`config.mk`:
```
export PLATFORM = sky130hd
export DESIGN_NAME = bppc_ctrl
export DESIGN_NICKNAME = d
export VERILOG_FILES = /design/src/sv/bppc_pkg.sv /design/src/sv/bppc_ctrl.sv
export SDC_FILE = /design/constraint.sdc
export NUM_CORES = 1
export LEC_CHECK = 0
export BUFFER_PORTS_ARGS = -buffer_cell sky130_fd_sc_hd__buf_2
export CAP_MARGIN = 20
export CORE_AREA = 2 2 39 41
export DETAILED_ROUTE_END_ITERATION = 7
export DIE_AREA = 0 0 41 43
export GPL_TIMING_DRIVEN = 1
export PLACE_DENSITY = 0.45
export SYNTH_ARGS = -nofsm -noshare
export SYNTH_HDL_FRONTEND = slang
export SYNTH_SLANG_ARGS = --single-unit
```
`constraint.sdc`:
```
create_clock -name clock -period 0.8 [get_ports clock]
set_input_delay 0.08 -clock clock [delete_from_list [all_inputs] [get_ports clock]]
set_output_delay 0.08 -clock clock [all_outputs]
set_load 0.05 [all_outputs]
```
`src/sv/bppc_pkg.sv`:
```
// ----------------------------------------------------------------------------
// bppc_pkg: shared types and constants for the bounded-part partition counter
// Table geometry, count width, cell addressing and the controller command and
// status bundles.
// ----------------------------------------------------------------------------
package bppc_pkg;

   localparam int TABLE_SIDE = 64;
   localparam int FIELD_W    = 6;
   localparam int COUNT_W    = 21;
   localparam int IDX_W      = $clog2(TABLE_SIDE);
   localparam int DEPTH      = TABLE_SIDE * TABLE_SIDE;
   localparam int ADDR_W     = $clog2(DEPTH);

   localparam logic [COUNT_W-1:0] COUNT_MAX = {COUNT_W{1'b1}};

   typedef logic [IDX_W-1:0]   idx_type;
   typedef logic [ADDR_W-1:0]  addr_type;
   typedef logic [COUNT_W-1:0] count_type;
   typedef logic [FIELD_W-1:0] field_type;

   typedef struct packed {
      logic load;
      logic calc;
      logic emit;
   } cmd_type;

   typedef struct packed {
      logic last_cell;
   } status_type;

   function automatic idx_type clamp_side(input field_type v);
      if (int'(v) > TABLE_SIDE - 1) begin
         return IDX_W'(TABLE_SIDE - 1);
      end
      return IDX_W'(v);
   endfunction

   function automatic addr_type cell_addr(input idx_type row, input idx_type col);
      return ADDR_W'(row) * ADDR_W'(TABLE_SIDE) + ADDR_W'(col);
   endfunction

endpackage

```
`src/sv/bppc_ctrl.sv`:
```
// ----------------------------------------------------------------------------
// bppc_ctrl: sequencer for the table fill
// Accepts a query, steps the datapath through read and update of each cell,
// and hands the finished count to the output register.
// ----------------------------------------------------------------------------
module bppc_ctrl (
   input  logic                 clock,
   input  logic                 reset,
   input  logic                 req_valid,
   output logic                 req_ready,
   output logic                 rsp_valid,
   input  logic                 rsp_ready,
   output bppc_pkg::cmd_type    cmd,
   input  bppc_pkg::status_type status
);
   import bppc_pkg::*;

   typedef enum logic [1:0] {
      ST_IDLE,
      ST_READ,
      ST_CALC,
      ST_HOLD
   } state_type;

   state_type state_ff, state_in;
   logic      req_ready_ff, rsp_valid_ff, rsp_valid_in;
   logic      take_req, take_rsp;

   // the final cell value is ready in the cycle after calc; emit from IDLE entry
   logic emit_ff, emit_in;

   assign take_req  = req_valid && req_ready_ff;
   assign take_rsp  = rsp_valid_ff && rsp_ready;
   assign req_ready = req_ready_ff;
   assign rsp_valid = rsp_valid_ff;

   always_comb begin
      state_in = state_ff;
      cmd      = '0;
      cmd.load = take_req;
      cmd.emit = emit_ff;
      unique case (state_ff)
         ST_IDLE: begin
            if (take_req) begin
               state_in = ST_READ;
            end
         end
         ST_READ: begin
            state_in = ST_CALC;
         end
         ST_CALC: begin
            cmd.calc = 1'b1;
            if (!status.last_cell) begin
               state_in = ST_READ;
            end else if (!rsp_valid_ff || rsp_ready) begin
               state_in = ST_IDLE;
            end else begin
               state_in = ST_HOLD;
            end
         end
         ST_HOLD: begin
            if (rsp_ready) begin
               state_in = ST_IDLE;
            end
         end
         default: state_in = ST_IDLE;
      endcase
   end

   assign emit_in  = (state_ff == ST_CALC && status.last_cell && (!rsp_valid_ff || rsp_ready))
                  || (state_ff == ST_HOLD && rsp_ready);

   always_comb begin
      rsp_valid_in = rsp_valid_ff;
      if (take_rsp) begin
         rsp_valid_in = 1'b0;
      end
      if (emit_ff) begin
         rsp_valid_in = 1'b1;
      end
   end

   always_ff @(posedge clock) begin
      if (reset) begin
         state_ff     <= ST_IDLE;
         req_ready_ff <= 1'b0;
         rsp_valid_ff <= 1'b0;
         emit_ff      <= 1'b0;
      end else begin
         state_ff     <= state_in;
         req_ready_ff <= (state_in == ST_IDLE) && !emit_in;
         rsp_valid_ff <= rsp_valid_in;
         emit_ff      <= emit_in;
      end
   end

endmodule

```
==> flow_metrics.tcl <==
set metrics [dict create \
    status "finished, violations left" \
    violations "negative setup slack" \
    cts_buffers 3 \
    reg2regPathDepth 3 \
    synth_top_family_by_area "simple AND/OR/NAND/NOR gates" \
    finClkSkew_ps 3.20 \
    irDropWorstVdd_v 0.000819 \
    synth_seq_area_share 0.497 \
    htreeDepth 1 \
    final_cells 54 \
    r2r_slack_ps -100 \
    timing.final.crit_share 1.20 \
    grt_overflow 0 \
    path_delay_family "flip-flops" \
    slew_headroom 0.868 \
    antenna_found_initial 0 \
    crit_start "req_ready$_SDFF_PP0_" \
    ys.flop_type "dfxtp_1" \
    path_clk_slew_ps 50 \
    rsz0062_at_grt "yes" \
    die_h_um 43 \
    post-route-util 0.301 \
    r2r-end "state_ff[0]$_SDFF_PP0_" \
    synth.most_common_cell "dfxtp_1" \
    drtIter0Drc 4 \
    synthArstFlopShare 0 \
    timing.fmax_ghz 1.04 \
    crit_end "cmd[2]" \
    p_clk_frac 0.418 \
    grt_pass1_vias 190 \
    post-route-min-period_ps 957 \
    antennaDiodeCount 0 \
    start_util 0.146 \
    synthSimpleGateAreaFrac 0.224 \
    yosys-top-cells-count "dfxtp_1, buf_4, inv_1, nor2_1" \
    hold_class "in -> reg" \
    synth.distinct_cells 14 \
    dieArea_um2 1760 \
    antenna_left 0 \
    die_w_um 41 \
    slowest_delay_ps 340 \
    p_switching_mw 0.190 \
    wl_met3_um 57 \
    switching_share 0.269 \
    fp.coreArea_um2 1380 \
    cp_data_arrival_time_ps 880 \
    pin_count 10 \
    drt-met1-wl_um 218 \
    wl_per_cell_um 8.85 \
    dpl.cell_count 47 \
    tightest_slew_ps 196 \
    syn-cell-area_um2 201 \
    vias 209 \
    grt.total_usage 0.0764 \
    cts_sinks 5 \
    globalplace.congestion 0.646 \
    nNetsFinal 44 \
    grt_max_degree 7 \
    cts_buffer_depth 2 \
    combinationalPowerShare 0.200 \
    viasPerCell 3.87 \
    dr.pass1.iters 3 \
    cts_root_buf "clkbuf_4" \
    p_int_mw 0.517 \
    synth.avg_cell_area_um2 9.59 \
    hold_violations 0 \
    p_leak_nw 0.180 \
    synth_area_leader_cell "dfxtp_1" \
    cp_slowest_cell "dfxtp_4" \
    worstPathMaxFanout 3 \
    synthMuxAreaShare 0 \
    synth-compound-area-share 0.168 \
    portBuffers 9 \
    cts_tree "built" \
    worstSetupPathDepth 2 \
    crit_path_start_kind "flop" \
    yosys.area_share.adder 0 \
    setup_viol 9 \
    drc 0 \
    p_per_area_nw_per_um2 1700 \
    finalPower_mw 0.707 \
    cp_cell_sequence "and2_4 -> buf_8" \
    slew_violations 0 \
    setup_slack_ps -157 \
    reg2reg_from "req_ready$_SDFF_PP0_" \
    crit_type "reg -> out" \
    synth_edf_count 0 \
    rows 14 \
    pre_cts_slack_ps -131 \
    grt_pass1_wl_um 807 \
    wl_met2_um 202 \
    post_route_cells_drive_above_1_share 0.684 \
    syn-instance-count 21 \
    required_ps 720 \
    synth_top_area_share 0.497 \
    worst-path-buf-inv 1 \
    cap_violations 0 \
    hold_start "rsp_ready" \
    clock_latency_ps 240 \
    synth_xor_area_frac 0 \
    p_seq_frac 0.382 \
    top_layer "met3" \
    synth_nets 26 \
    holdWs_ps 43.6 \
    ys_seq_elements 5 \
    cp-end-kind "output pin" \
    ys.warnings.count 0 \
    wl_um 478 \
    synthTopCellsByArea "dfxtp_1, buf_4, a31o_1, and2_4, nor4b_1" \
    area_growth_pct 107 \
]
layout make-up:
type	count	area [um2]
Timing Repair Buffer	15	148
Multi-Input combinational cell	12	101
Tap cell	16	20.0
Sequential cell	5	114
Inverter	2	7.51
Clock buffer	4	26.3
Fill cell	140	967
flip-flops by register name (all words and copies together), names as in the netlist:
| register | flops |
|---|---|
| req_ready | 1 |
| state_ff | 2 |
| emit_ff | 1 |
| rsp_valid | 1 |
worst register-to-register path, delay by kind of cell (launching register included):
kind	cells	cell delay, ps
flip-flops	1	340
AND/OR/NAND/NOR	2	260
AO/OA/AOI/OAI	1	180
cells in the final DEF (no fill, tap or decap):
cell      n
buf_8     5
buf_2     4
buf_4     4
clkbuf_4  3
dfxtp_4   3
inv_1     2
nor2_1    2
dfxtp_2   2
buf_6     2
nor2b_4   1
and2_4    1
a21oi_1   1
o22ai_1   1
nor3b_1   1
nor4b_4   1
a31o_1    1
a31oi_1   1
a211oi_1  1
nor4_1    1
clkbuf_1  1
stage by stage:
step,area (um2),setup TNS [ps]
floorplan,218,-213
global placement,290,-179
detailed placement,290,-215
CTS,377,-705
global route,417,-1050
finish,417,-620
worst min path at each step:
stage                             end  slack (ps)  depth (start not counted)
3_5_place_dp   state_ff[1]$_SDFF_PP0_         300                          2
2_1_floorplan  rsp_valid$_SDFFE_PP0P_         140                          1
3_3_place_gp   state_ff[1]$_SDFF_PP0_         310                          2
4_1_cts        state_ff[1]$_SDFF_PP0_          40                          2
5_1_grt        state_ff[1]$_SDFF_PP0_          40                          2
6_report       state_ff[1]$_SDFF_PP0_          40                          2
layer usage:
layer | vias up | track usage
li1 | 107 | -
met1 | 91 | 0.0839
met2 | 11 | 0.0875
met3 | 0 | 0.0995
met4 | 0 | 0.0200
met5 | - | 0
logic make-up (layout without fill, tap and decap cells):
family                 count (synthesis)  count (layout)
AOI/OAI and AO/OA                      5               5
DFF                                    5               5
buffers and inverters                  4              21
and+or+nand+nor                        7               7
repair_timing:
item                                    CTS  global route
pin swaps                                 1             1
endpoints found under the setup margin    8             9
gates resized for setup                  15             7
endpoints found under the hold margin     0             0
hold buffers                              0             0
buffers inserted                          2             1
power groups by stage:
stage          Sequential [mW]  Clock [mW]  Combinational, mW
2_1_floorplan            0.293           0             0.0519
3_3_place_gp             0.273           0              0.100
3_5_place_dp             0.273           0              0.100
4_1_cts                  0.268       0.311              0.122
5_1_grt                  0.271       0.338              0.152
6_report                 0.270       0.296              0.142
Power figures use the tool's default switching activity.
